[src/rtl/hbfr_pkg.sv]
// hbfr_pkg: shared types, constants and the crc-16 byte update for the heating bus
// frame receiver; no dependencies, compiled first
package hbfr_pkg;

	// longest telegram length a header may announce
	localparam int MAX_TELEGRAM_LENGTH = 32;

	// byte counter must hold MAX_TELEGRAM_LENGTH + 1 and still feed a 6-bit index
	localparam int CNT_NEED = $clog2(MAX_TELEGRAM_LENGTH + 2);
	localparam int CNT_W    = (CNT_NEED > 6) ? CNT_NEED : 6;
	localparam int IDX_W    = 6;

	// apb register map
	localparam int ADDR_W = 3;
	localparam int DATA_W = 32;
	localparam logic REG_BUS_MODE = 1'b0;
	localparam logic REG_OWN_ADDR = 1'b1;

	// start bytes, after the mode's inversion
	localparam logic [7:0] START_CRC_A = 8'hDC;
	localparam logic [7:0] START_CRC_B = 8'hDE;
	localparam logic [7:0] START_SUM   = 8'h78;
	localparam logic [7:0] START_REQ   = 8'h17;
	localparam logic [7:0] START_FIX_A = 8'h1D;
	localparam logic [7:0] START_FIX_B = 8'h1E;

	localparam logic [7:0]  INV_MASK      = 8'hFF;
	localparam logic [7:0]  REQ_ADDRESS   = 8'h01;
	localparam logic [15:0] CRC_POLY      = 16'h1021;
	// 257 * 256 modulo 2^16
	localparam logic [15:0] SUM_BIAS_BASE = 16'h0100;
	localparam logic [15:0] SUM_BIAS_TRIM = 16'd2;

	localparam logic [3:0] FIX_POS_DEFAULT = 4'd8;
	localparam logic [3:0] FIX_POS_REQ     = 4'd9;

	// header byte position per mode
	localparam logic [CNT_W-1:0] HDR_POS_CRC = CNT_W'(3);
	localparam logic [CNT_W-1:0] HDR_POS_SUM = CNT_W'(1);

	typedef enum logic [1:0] {
		MODE_CRC    = 2'd0,
		MODE_SUM    = 2'd1,
		MODE_FIXED  = 2'd2,
		MODE_UNUSED = 2'd3
	} mode_t;

	typedef enum logic [1:0] {
		ST_CONT    = 2'd0,
		ST_GOOD    = 2'd1,
		ST_BAD_CHK = 2'd2,
		ST_LEN_ERR = 2'd3
	} status_t;

	typedef struct packed {
		mode_t      bus_mode;
		logic [7:0] own_address;
	} cfg_t;

	typedef struct packed {
		logic step;     // process the word held in the input register
		logic mode_wr;  // bus_mode write, drops any frame in progress
	} ctrl_t;

	typedef struct packed {
		logic       req_type;
		logic [7:0] rx_byte;
	} item_t;

	typedef struct packed {
		logic             has_result;
		logic             data_valid;
		logic [7:0]       data_byte;
		logic [IDX_W-1:0] byte_index;
		logic             last;
		status_t          status;
	} result_t;

	// one byte through crc-16 xmodem, msb first
	function automatic logic [15:0] crc_feed(input logic [15:0] crc, input logic [7:0] b);
		logic [15:0] c;
		c = crc ^ {b, 8'h00};
		for (int k = 0; k < 8; k++) begin
			c = c[15] ? ({c[14:0], 1'b0} ^ CRC_POLY) : {c[14:0], 1'b0};
		end
		return c;
	endfunction

endpackage

[src/rtl/hbfr_req_if.sv]
// hbfr_req_if: valid/ready channel carrying received bus words and gap events
// no dependencies
interface hbfr_req_if;
	logic       valid;
	logic       ready;
	logic       req_type;
	logic [7:0] rx_byte;

	modport source(output valid, output req_type, output rx_byte, input ready);
	modport sink(input valid, input req_type, input rx_byte, output ready);
endinterface

[src/rtl/hbfr_rsp_if.sv]
// hbfr_rsp_if: valid/ready channel carrying rebuilt frame words and status
// no dependencies
interface hbfr_rsp_if;
	logic       valid;
	logic       ready;
	logic       data_valid;
	logic [7:0] data_byte;
	logic [5:0] byte_index;
	logic       last;
	logic [1:0] status;

	modport source(output valid, output data_valid, output data_byte, output byte_index,
		output last, output status, input ready);
	modport sink(input valid, input data_valid, input data_byte, input byte_index,
		input last, input status, output ready);
endinterface

[src/rtl/heating_bus_frame_receiver.sv]
// heating_bus_frame_receiver: top level, input register, result register and handshake
// depends on hbfr_pkg, hbfr_req_if, hbfr_rsp_if, hbfr_apb_regs, hbfr_frame_logic
//
// usage
//  req channel: one word per received bus byte (req_type 0) or per inter-byte gap
//  timeout (req_type 1); rx_byte is ignored on gaps
//  rsp channel: one word per frame byte, with its index; the closing word has last
//  set and carries the verdict (good, check failed, length error); a gap inside a
//  frame closes it with a word that has data_valid low; bytes outside a frame and
//  gaps while hunting give no word
//  apb port: bus_mode at 0x0, own_address at 0x4; write only while the block is idle;
//  a bus_mode write drops a frame in progress
// timing
//  a word accepted on req is registered in the input register, processed by the frame
//  logic and, when it gives a result, captured in the result register that drives rsp
//  one word per cycle sustained while rsp.ready stays high; the frame state loop (crc
//  byte update, sum and length compares) is combinational logic on the state registers
// reset and stall
//  arst_n clears all but the payload registers; the block comes up hunting in mode 0
//  while rsp is stalled the result register holds, one more word waits in the input
//  register, and req.ready drops until the result is taken
module heating_bus_frame_receiver (
	input  logic                        clk,
	input  logic                        arst_n,
	hbfr_req_if.sink                    req,
	hbfr_rsp_if.source                  rsp,
	input  logic                        psel,
	input  logic                        penable,
	input  logic                        pwrite,
	input  logic [hbfr_pkg::ADDR_W-1:0] paddr,
	input  logic [hbfr_pkg::DATA_W-1:0] pwdata,
	output logic [hbfr_pkg::DATA_W-1:0] prdata,
	output logic                        pready
);

	hbfr_pkg::cfg_t    cfg;
	hbfr_pkg::ctrl_t   ctrl;
	hbfr_pkg::item_t   item_s1;
	hbfr_pkg::result_t res;
	logic              mode_wr;

	// input register
	logic              s1_valid_q;
	// result register
	logic              rsp_valid_q;
	hbfr_pkg::result_t rsp_q;

	logic              advance;

	// result register can take a new word when empty or being drained
	assign advance   = !rsp_valid_q || rsp.ready;
	assign req.ready = !s1_valid_q || advance;

	assign ctrl.step    = s1_valid_q && advance;
	assign ctrl.mode_wr = mode_wr;

	hbfr_apb_regs u_regs (
		.clk     (clk),
		.arst_n  (arst_n),
		.psel    (psel),
		.penable (penable),
		.pwrite  (pwrite),
		.paddr   (paddr),
		.pwdata  (pwdata),
		.prdata  (prdata),
		.pready  (pready),
		.cfg     (cfg),
		.mode_wr (mode_wr)
	);

	hbfr_frame_logic u_frame (
		.clk    (clk),
		.arst_n (arst_n),
		.ctrl   (ctrl),
		.cfg    (cfg),
		.item   (item_s1),
		.res    (res)
	);

	// input register control
	always_ff @(posedge clk or negedge arst_n) begin
		if (!arst_n) begin
			s1_valid_q <= 1'b0;
		end else if (req.valid && req.ready) begin
			s1_valid_q <= 1'b1;
		end else if (ctrl.step) begin
			s1_valid_q <= 1'b0;
		end
	end

	// input payload, no reset needed
	always_ff @(posedge clk) begin
		if (req.valid && req.ready) begin
			item_s1.req_type <= req.req_type;
			item_s1.rx_byte  <= req.rx_byte;
		end
	end

	// result register control; a word with no result leaves it empty
	always_ff @(posedge clk or negedge arst_n) begin
		if (!arst_n) begin
			rsp_valid_q <= 1'b0;
		end else if (advance) begin
			rsp_valid_q <= ctrl.step && res.has_result;
		end
	end

	always_ff @(posedge clk) begin
		if (ctrl.step) begin
			rsp_q <= res;
		end
	end

	assign rsp.valid      = rsp_valid_q;
	assign rsp.data_valid = rsp_q.data_valid;
	assign rsp.data_byte  = rsp_q.data_byte;
	assign rsp.byte_index = rsp_q.byte_index;
	assign rsp.last       = rsp_q.last;
	assign rsp.status     = rsp_q.status;

	// gap word always closes the frame with a length error
	a_gap_closes: assert property (@(posedge clk) disable iff (!arst_n)
		rsp.valid && !rsp.data_valid |-> rsp.last && (rsp.status == hbfr_pkg::ST_LEN_ERR))
		else $error("gap word without length error close");

	// status is only given on the closing word
	a_status_on_last: assert property (@(posedge clk) disable iff (!arst_n)
		rsp.valid |-> (rsp.last == (rsp.status != hbfr_pkg::ST_CONT)))
		else $error("status and last disagree");

	// a held input word survives a stalled result register
	a_s1_holds: assert property (@(posedge clk) disable iff (!arst_n)
		s1_valid_q && !advance |=> s1_valid_q && $stable(item_s1))
		else $error("input register lost a word during stall");

	// index never runs past MAX_TELEGRAM_LENGTH + 1
	a_index_range: assert property (@(posedge clk) disable iff (!arst_n)
		rsp.valid |-> (32'(rsp.byte_index) <= hbfr_pkg::MAX_TELEGRAM_LENGTH + 1))
		else $error("byte index out of range");

endmodule

[src/rtl/hbfr_apb_regs.sv]
// hbfr_apb_regs: apb configuration registers (bus_mode, own_address)
// depends on hbfr_pkg
module hbfr_apb_regs (
	input  logic                          clk,
	input  logic                          arst_n,
	input  logic                          psel,
	input  logic                          penable,
	input  logic                          pwrite,
	input  logic [hbfr_pkg::ADDR_W-1:0]   paddr,
	input  logic [hbfr_pkg::DATA_W-1:0]   pwdata,
	output logic [hbfr_pkg::DATA_W-1:0]   prdata,
	output logic                          pready,
	output hbfr_pkg::cfg_t                cfg,
	output logic                          mode_wr
);

	logic           wr_en;
	logic           reg_idx;
	hbfr_pkg::cfg_t cfg_q;

	assign pready  = 1'b1;
	assign wr_en   = psel & penable & pwrite;
	assign reg_idx = paddr[hbfr_pkg::ADDR_W-1];
	assign mode_wr = wr_en & (reg_idx == hbfr_pkg::REG_BUS_MODE);
	assign cfg     = cfg_q;

	always_ff @(posedge clk or negedge arst_n) begin
		if (!arst_n) begin
			cfg_q.bus_mode    <= hbfr_pkg::MODE_CRC;
			cfg_q.own_address <= 8'h00;
		end else if (wr_en) begin
			unique case (reg_idx)
				hbfr_pkg::REG_BUS_MODE: cfg_q.bus_mode    <= hbfr_pkg::mode_t'(pwdata[1:0]);
				hbfr_pkg::REG_OWN_ADDR: cfg_q.own_address <= pwdata[7:0];
				default: ;
			endcase
		end
	end

	always_comb begin
		unique case (reg_idx)
			hbfr_pkg::REG_BUS_MODE: prdata = {(hbfr_pkg::DATA_W-2)'(0), cfg_q.bus_mode};
			hbfr_pkg::REG_OWN_ADDR: prdata = {(hbfr_pkg::DATA_W-8)'(0), cfg_q.own_address};
			default:                prdata = '0;
		endcase
	end

endmodule

[src/rtl/hbfr_frame_logic.sv]
// hbfr_frame_logic: frame state registers and the one-pass result logic per word
// depends on hbfr_pkg
module hbfr_frame_logic (
	input  logic              clk,
	input  logic              arst_n,
	input  hbfr_pkg::ctrl_t   ctrl,
	input  hbfr_pkg::cfg_t    cfg,
	input  hbfr_pkg::item_t   item,
	output hbfr_pkg::result_t res
);

	localparam int CW = hbfr_pkg::CNT_W;

	logic          in_frame_q;
	logic [CW-1:0] count_q;
	logic [7:0]    hdr_len_q;
	logic [3:0]    fix_pos_q;
	logic [15:0]   crc_q;
	logic [15:0]   sum_q;
	logic [7:0]    prev_q;

	logic          is_fixed;
	logic          is_sum;
	logic [7:0]    b;
	logic          is_start;
	logic          req_frame;
	logic [CW-1:0] cur_count;
	logic [CW-1:0] new_count;
	logic [7:0]    cur_hdr;
	logic [7:0]    hdr_eff;
	logic [15:0]   cur_crc;
	logic [15:0]   crc_new;
	logic [15:0]   cur_sum;
	logic [7:0]    cur_prev;
	logic [3:0]    fix_pos_cur;
	logic [CW-1:0] hpos;
	logic [15:0]   total;
	logic [15:0]   bias;
	logic [15:0]   body;
	logic          sum_ok;
	logic          done;
	hbfr_pkg::status_t byte_status;
	logic          take_byte;

	assign is_fixed = (cfg.bus_mode == hbfr_pkg::MODE_FIXED);
	assign is_sum   = (cfg.bus_mode == hbfr_pkg::MODE_SUM);
	assign b        = is_fixed ? item.rx_byte : (item.rx_byte ^ hbfr_pkg::INV_MASK);

	always_comb begin
		case (cfg.bus_mode)
			hbfr_pkg::MODE_CRC:   is_start = (b == hbfr_pkg::START_CRC_A) ||
			                                 (b == hbfr_pkg::START_CRC_B);
			hbfr_pkg::MODE_SUM:   is_start = (b == hbfr_pkg::START_SUM);
			hbfr_pkg::MODE_FIXED: is_start = (b == hbfr_pkg::START_REQ) ||
			                                 (b == hbfr_pkg::START_FIX_A) ||
			                                 (b == hbfr_pkg::START_FIX_B);
			default:              is_start = 1'b0;
		endcase
	end

	// in fixed mode, a request start byte is a frame of its own when own_address is 1
	assign req_frame = is_fixed && (b == hbfr_pkg::START_REQ) &&
	                   (cfg.own_address == hbfr_pkg::REQ_ADDRESS);

	// a start byte sees freshly cleared state
	assign cur_count = in_frame_q ? count_q   : '0;
	assign cur_hdr   = in_frame_q ? hdr_len_q : 8'h00;
	assign cur_crc   = in_frame_q ? crc_q     : 16'h0000;
	assign cur_sum   = in_frame_q ? sum_q     : 16'h0000;
	assign cur_prev  = in_frame_q ? prev_q    : 8'h00;
	assign fix_pos_cur = in_frame_q ? fix_pos_q :
	                     ((is_fixed && (b == hbfr_pkg::START_REQ)) ?
	                      hbfr_pkg::FIX_POS_REQ : hbfr_pkg::FIX_POS_DEFAULT);

	assign new_count = cur_count + CW'(1);
	assign crc_new   = hbfr_pkg::crc_feed(cur_crc, b);
	assign hpos      = is_sum ? hbfr_pkg::HDR_POS_SUM : hbfr_pkg::HDR_POS_CRC;
	assign hdr_eff   = (cur_count == hpos) ? b : cur_hdr;
	assign total     = {8'h00, hdr_eff} + {15'd0, is_sum};

	// length-biased sum of the body against the two trailing bytes
	assign bias   = hbfr_pkg::SUM_BIAS_BASE - {hdr_eff, 8'h00} + {8'h00, hdr_eff}
	                - hbfr_pkg::SUM_BIAS_TRIM;
	assign body   = cur_sum - {8'h00, cur_prev};
	assign sum_ok = ((bias + body) == {cur_prev, b});

	always_comb begin
		done        = 1'b0;
		byte_status = hbfr_pkg::ST_CONT;
		if (is_fixed) begin
			if (16'(new_count) > {12'd0, fix_pos_cur}) begin
				done        = 1'b1;
				byte_status = hbfr_pkg::ST_GOOD;
			end
		end else if (new_count > hpos) begin
			if (32'(hdr_eff) > hbfr_pkg::MAX_TELEGRAM_LENGTH) begin
				done        = 1'b1;
				byte_status = hbfr_pkg::ST_LEN_ERR;
			end else if (16'(new_count) >= total) begin
				done = 1'b1;
				if (16'(new_count) != total) begin
					byte_status = hbfr_pkg::ST_LEN_ERR;
				end else if (is_sum) begin
					byte_status = sum_ok ? hbfr_pkg::ST_GOOD : hbfr_pkg::ST_BAD_CHK;
				end else begin
					byte_status = (crc_new == 16'h0000) ? hbfr_pkg::ST_GOOD :
					                                      hbfr_pkg::ST_BAD_CHK;
				end
			end
		end
	end

	// byte that belongs to a frame and moves the state
	assign take_byte = !item.req_type && (in_frame_q || (is_start && !req_frame));

	always_comb begin
		res = '0;
		if (item.req_type) begin
			// gap closes an open frame with a length error
			res.has_result = in_frame_q;
			res.byte_index = count_q[hbfr_pkg::IDX_W-1:0];
			res.last       = 1'b1;
			res.status     = hbfr_pkg::ST_LEN_ERR;
		end else if (!in_frame_q && is_start && req_frame) begin
			res.has_result = 1'b1;
			res.data_valid = 1'b1;
			res.data_byte  = b;
			res.last       = 1'b1;
			res.status     = hbfr_pkg::ST_GOOD;
		end else begin
			res.has_result = take_byte;
			res.data_valid = 1'b1;
			res.data_byte  = b;
			res.byte_index = cur_count[hbfr_pkg::IDX_W-1:0];
			res.last       = done;
			res.status     = byte_status;
		end
	end

	always_ff @(posedge clk or negedge arst_n) begin
		if (!arst_n) begin
			in_frame_q <= 1'b0;
			count_q    <= '0;
			hdr_len_q  <= 8'h00;
			fix_pos_q  <= hbfr_pkg::FIX_POS_DEFAULT;
			crc_q      <= 16'h0000;
			sum_q      <= 16'h0000;
			prev_q     <= 8'h00;
		end else if (ctrl.mode_wr) begin
			in_frame_q <= 1'b0;
			fix_pos_q  <= hbfr_pkg::FIX_POS_DEFAULT;
		end else if (ctrl.step) begin
			if (item.req_type) begin
				if (in_frame_q) begin
					in_frame_q <= 1'b0;
					fix_pos_q  <= hbfr_pkg::FIX_POS_DEFAULT;
				end
			end else if (take_byte) begin
				in_frame_q <= !done;
				count_q    <= new_count;
				hdr_len_q  <= hdr_eff;
				crc_q      <= crc_new;
				sum_q      <= cur_sum + {8'h00, b};
				prev_q     <= b;
				fix_pos_q  <= done ? hbfr_pkg::FIX_POS_DEFAULT : fix_pos_cur;
			end
		end
	end

endmodule
[src/flat_wrapper.sv]
// flat-port wrapper written by rule: the top's interface ports become plain ports
module heating_bus_frame_receiver_flat 
  (clk, arst_n, psel, penable, pwrite, paddr, pwdata, prdata, pready, req_valid, req_req_type, req_rx_byte, req_ready, rsp_valid, rsp_data_valid, rsp_data_byte, rsp_byte_index, rsp_last, rsp_status, rsp_ready);
  hbfr_req_if req_i ();
  hbfr_rsp_if rsp_i ();
  input  logic clk;
  input  logic arst_n;
  input  logic psel;
  input  logic penable;
  input  logic pwrite;
  input  logic [hbfr_pkg::ADDR_W-1:0] paddr;
  input  logic [hbfr_pkg::DATA_W-1:0] pwdata;
  output logic [hbfr_pkg::DATA_W-1:0] prdata;
  output logic pready;
  input wire logic [$bits(req_i.valid)-1:0] req_valid;
  input wire logic [$bits(req_i.req_type)-1:0] req_req_type;
  input wire logic [$bits(req_i.rx_byte)-1:0] req_rx_byte;
  output wire logic [$bits(req_i.ready)-1:0] req_ready;
  output wire logic [$bits(rsp_i.valid)-1:0] rsp_valid;
  output wire logic [$bits(rsp_i.data_valid)-1:0] rsp_data_valid;
  output wire logic [$bits(rsp_i.data_byte)-1:0] rsp_data_byte;
  output wire logic [$bits(rsp_i.byte_index)-1:0] rsp_byte_index;
  output wire logic [$bits(rsp_i.last)-1:0] rsp_last;
  output wire logic [$bits(rsp_i.status)-1:0] rsp_status;
  input wire logic [$bits(rsp_i.ready)-1:0] rsp_ready;
  assign req_i.valid = req_valid;
  assign req_i.req_type = req_req_type;
  assign req_i.rx_byte = req_rx_byte;
  assign req_ready = req_i.ready;
  assign rsp_valid = rsp_i.valid;
  assign rsp_data_valid = rsp_i.data_valid;
  assign rsp_data_byte = rsp_i.data_byte;
  assign rsp_byte_index = rsp_i.byte_index;
  assign rsp_last = rsp_i.last;
  assign rsp_status = rsp_i.status;
  assign rsp_i.ready = rsp_ready;
  heating_bus_frame_receiver u_core (.clk(clk), .arst_n(arst_n), .req(req_i), .rsp(rsp_i), .psel(psel), .penable(penable), .pwrite(pwrite), .paddr(paddr), .pwdata(pwdata), .prdata(prdata), .pready(pready));
endmodule
[config.mk]
export PLATFORM = sky130hd
export DESIGN_NAME = heating_bus_frame_receiver_flat
export DESIGN_NICKNAME = d
export VERILOG_FILES = /design/src/rtl/hbfr_pkg.sv /design/src/rtl/hbfr_req_if.sv /design/src/rtl/hbfr_rsp_if.sv /design/src/rtl/heating_bus_frame_receiver.sv /design/src/rtl/hbfr_apb_regs.sv /design/src/rtl/hbfr_frame_logic.sv /design/src/flat_wrapper.sv
export SDC_FILE = /design/constraint.sdc
export NUM_CORES = 1
export LEC_CHECK = 0
export BUFFER_PORTS_ARGS = -buffer_cell sky130_fd_sc_hd__buf_2
export CAP_MARGIN = 10
export CORE_MARGIN = 2
export CORE_UTILIZATION = 35
export DETAILED_ROUTE_END_ITERATION = 12
export GPL_TIMING_DRIVEN = 1
export SYNTH_ARGS = -nofsm -noshare
export SYNTH_HDL_FRONTEND = slang
export SYNTH_SLANG_ARGS = --single-unit
[constraint.sdc]
create_clock -name clk -period 9.45 [get_ports clk]
set_clock_uncertainty 0.1 [all_clocks]
set_input_delay 1.4175 -clock clk [delete_from_list [all_inputs] [get_ports clk]]
set_output_delay 1.4175 -clock clk [all_outputs]
set_load 0.02 [all_outputs]
==> flow_summary.toml <==
[synth]
synth.area.top_cells = "dfrtp_1 (23%), edfxtp_1 (11%), ha_1 (9.1%)"
syn_avg_cell_area_sq_um = 9.04
yosysTopAreaCellShare_pct = 22.8
synth_top_family_by_area = "simple AND/OR/NAND/NOR gates"
synth_xor_area_share_pct = 10.8
synth_compound_area_share_pct = 13.4
synthSimpleGateAreaFrac_pct = 18.6
synth_edf_count = 27
synth.area.mux_share_pct = 3.72
synthArstFlopShare_pct = 72.4
yosys.area.top_type = "dfrtp_1"
seq_area_frac_synth_pct = 33.8
netlist_instances = 848
ys_ff_latch = 98
mappedNetlistArea_sq_mm = 0.00767
yosysWarnings = 0
synthAdderAreaFrac_pct = 11.7
synthFlopType = "dfrtp_1"
synth_cell_types = 74

[route]
drt_iter0_markers = 360
drt-total-wl_um = 17300
drc = 0
vias_per_cell = 4.99
avgRoutedWirePerCell_um = 14.8
ant_nets = 0
vias = 5801
first_pass_iters = 7

[final_layout]
syn_to_final_growth_pct = 8.96
antenna-diode-count = 0
stdcell_count = 1163
final_core_util_pct = 38.5
final_area_sq_mm = 0.00835
nFillCells = 2171
seq_area_sq_mm = 0.00259
nNetsFinal = 995
layout-drive-gt1-share_pct = 12.8
multi_input_area_sq_mm = 0.00456

[sta]
layout_min_cycle_time_ns = 5.49
hold_viol_final = 0
setup_viol = 0
slew_headroom_pct = 38.0
rsz0062_at_grt = "no"
tightest_slew_ns = 0.930
drv_slew = 0
hold_ws_ns = 0.379
setup_tns_ns = 0
worst_slack_ns = 3.96
fin_crit_sh_pct = 58.1
fmax_mhz = 182

[floorplan]
die-area_sq_mm = 0.0231
die_h_um = 152
core_sq_mm = 0.0217
initial_core_util_pct = 35.4
die_x_um = 152
fp-row-count = 54
io_pins = 104

[cts]
numCtsBuffers = 9
cts.clk_slew.worst_paths_ns = 0.08
hold_buffers = 0
ctsResizeCount = 0
htree_levels = 3
cts_setup_buffers = 0
clock_sinks = 98
clk_latency_ns = 0.36
cts_tree = "done"
clockBufferDepth = 2
cts-root-buf = "clkbuf_16"

[outcome]
outcome = "finished clean"

[global_routing]
grt_usage_pct = 15.3
grt_pass1_vias = 5579
overflow = 0
grt_first_pass_wirelength_um = 28800
grt_max_degree = 89
antenna_found_initial = 0

[placed_design]
pre_cts_slack_ns = 4.04
place_inst = 1147
io_buffer_count = 52
placed_cell_area_sq_mm = 0.00803
routabilityCongestion = 0.888
dp_hpwl_um = 13000

[critical_path]
startpoint_type = "register"
cp_data_required_time_ns = 9.47
path_max_fanout = 12
end_kind = "register"
crit_arrival_ns = 5.51
path_class = "register to register"
r2r_setup_slack_ns = 3.96

[power]
p_leak_nw = 3.84
ir_drop_mv = 0.160
p_total_mw = 2.71
powerDensity_mw_per_mm2 = 324

[run]
maxCapViolCount = 0

[worst_hold_path]
hold_class = "register to register"
-- cell usage after synthesis, drive strengths merged, types with 4 or more instances --
library cell,count
nand3,17
nand4b,5
xnor2,59
clkbuf,18
nand2b,11
ha,56
o21ai,81
o211ai,7
a21oi,29
nor2,42
o2111ai,4
a21o,6
buf,42
nor2b,11
xor2,27
nand2,105
nand4,7
edfxtp,27
a31oi,9
o41ai,4
inv,64
mux2,20
fa,10
nor4b,4
and3,11
dfrtp,70
nor3,19
mux2i,6
and2,27
-- worst paths after layout --
| path | cells after the start | from | end |
|---|---|---|---|
| max reg2reg | 21 | u_core.u_regs.cfg[9] | u_core.rsp.status[1] |
| min in group asynchronous | 1 | arst_n | u_core.u_frame.crc_q[13] |
| min reg2reg | 2 | u_core.u_frame.prev_q[5] | u_core.u_frame.prev_q[5] |
| max in group asynchronous | 2 | arst_n | u_core.u_frame.count_q[3] |
| max | 21 | u_core.u_regs.cfg[9] | u_core.rsp.status[1] |
| min | 2 | u_core.u_frame.prev_q[5] | u_core.u_frame.prev_q[5] |
-- critical path: stages, from the launching register on --
cell and delay [ns]:
dfrtp_1 0.59, nor2b_1 0.09, buf_4 0.20, xnor2_1 0.21, nand2_1 0.31, and3_1 0.30, a21o_1 0.22, inv_1 0.11
ha_1 0.25, fa_1 0.46, inv_1 0.07, ha_1 0.19, inv_1 0.07, fa_1 0.39, nor2b_1 0.19, o31a_1 0.20
o2111ai_1 0.19, nor2_1 0.22, nor3_1 0.09, nor4b_1 0.32, nand4_1 0.24, a31o_1 0.24
-- placed cells by master (no fill, tap or decap), types with 3 or more instances in the layout --
cell type and count:
xnor2_1 53, buf_2 51, a21o_1 6, buf_4 5, nor2b_1 11, o21ai_0 76, nand2b_1 9, o2111ai_1 4
nor2_1 41, a21oi_1 27, mux2_2 19, nand3_1 17, or3_1 3, and3_1 11, ha_1 56, xor2_1 26
fa_1 10, conb_1 25, inv_1 61, dfrtp_1 69, a31oi_1 8, o41ai_1 4, a211oi_1 3, edfxtp_1 27
o22ai_1 3, nand2_1 105, o211ai_1 7, o211a_1 3, and2_1 27, inv_8 3, xnor2_2 4, clkbuf_16 9
nor3_1 18, nand4b_1 5, mux2i_1 6, o21ai_1 5, nand4_1 7, inv_2 3
-- logic make-up (layout without fill, tap and decap cells) --
group                    Yosys count  count (layout)
flip-flops                        98              98
buffers and inverters            124             136
multiplexers                      26              26
adder cells (fa/ha/maj)           66              66
AO/OA/AOI/OAI                    168             168
XOR/XNOR                          86              86
other                              2              25
AND/OR/NAND/NOR                  278             278
-- power by group --
part           switching [mW]  internal (mW)  leakage (nW)
logic                   0.942          0.699          2.51
clock network           0.184          0.214         0.159
registers               0.103          0.563          1.17
total                    1.23           1.48          3.84
-- final cells by class --
class / count / area share (%)
clock buffer: 9 / 2.70
clock inverter: 7 / 1.14
inverter: 64 / 2.88
multi-input combinational: 649 / 54.6
sequential: 98 / 31.0
tap: 280 / 4.19
timing repair buffer: 56 / 3.50
-- sequential cells by signal (all words and copies together) (netlist names), 2 cells and up --
signal	flops
u_core.u_frame.count_q	6
u_core.rsp.byte_index	6
u_core.u_frame.crc_q	16
u_core.u_frame.hdr_len_q	8
u_core.u_frame.prev_q	8
u_core.item_s1	9
u_core.rsp.data_byte	8
u_core.u_frame.fix_pos_q	4
u_core.u_regs.cfg	10
u_core.u_frame.sum_q	16
u_core.rsp.status	2
-- routing by layer --
layer	global-route usage, %	vias up	part of all wire [%]
li1	-	2938	-
met1	21.8	2728	50
met2	24.2	120	44
met3	2.62	15	4.3
met4	4.23	0	1.3
met5	0	-	0
Power figures use the tool's default switching activity.
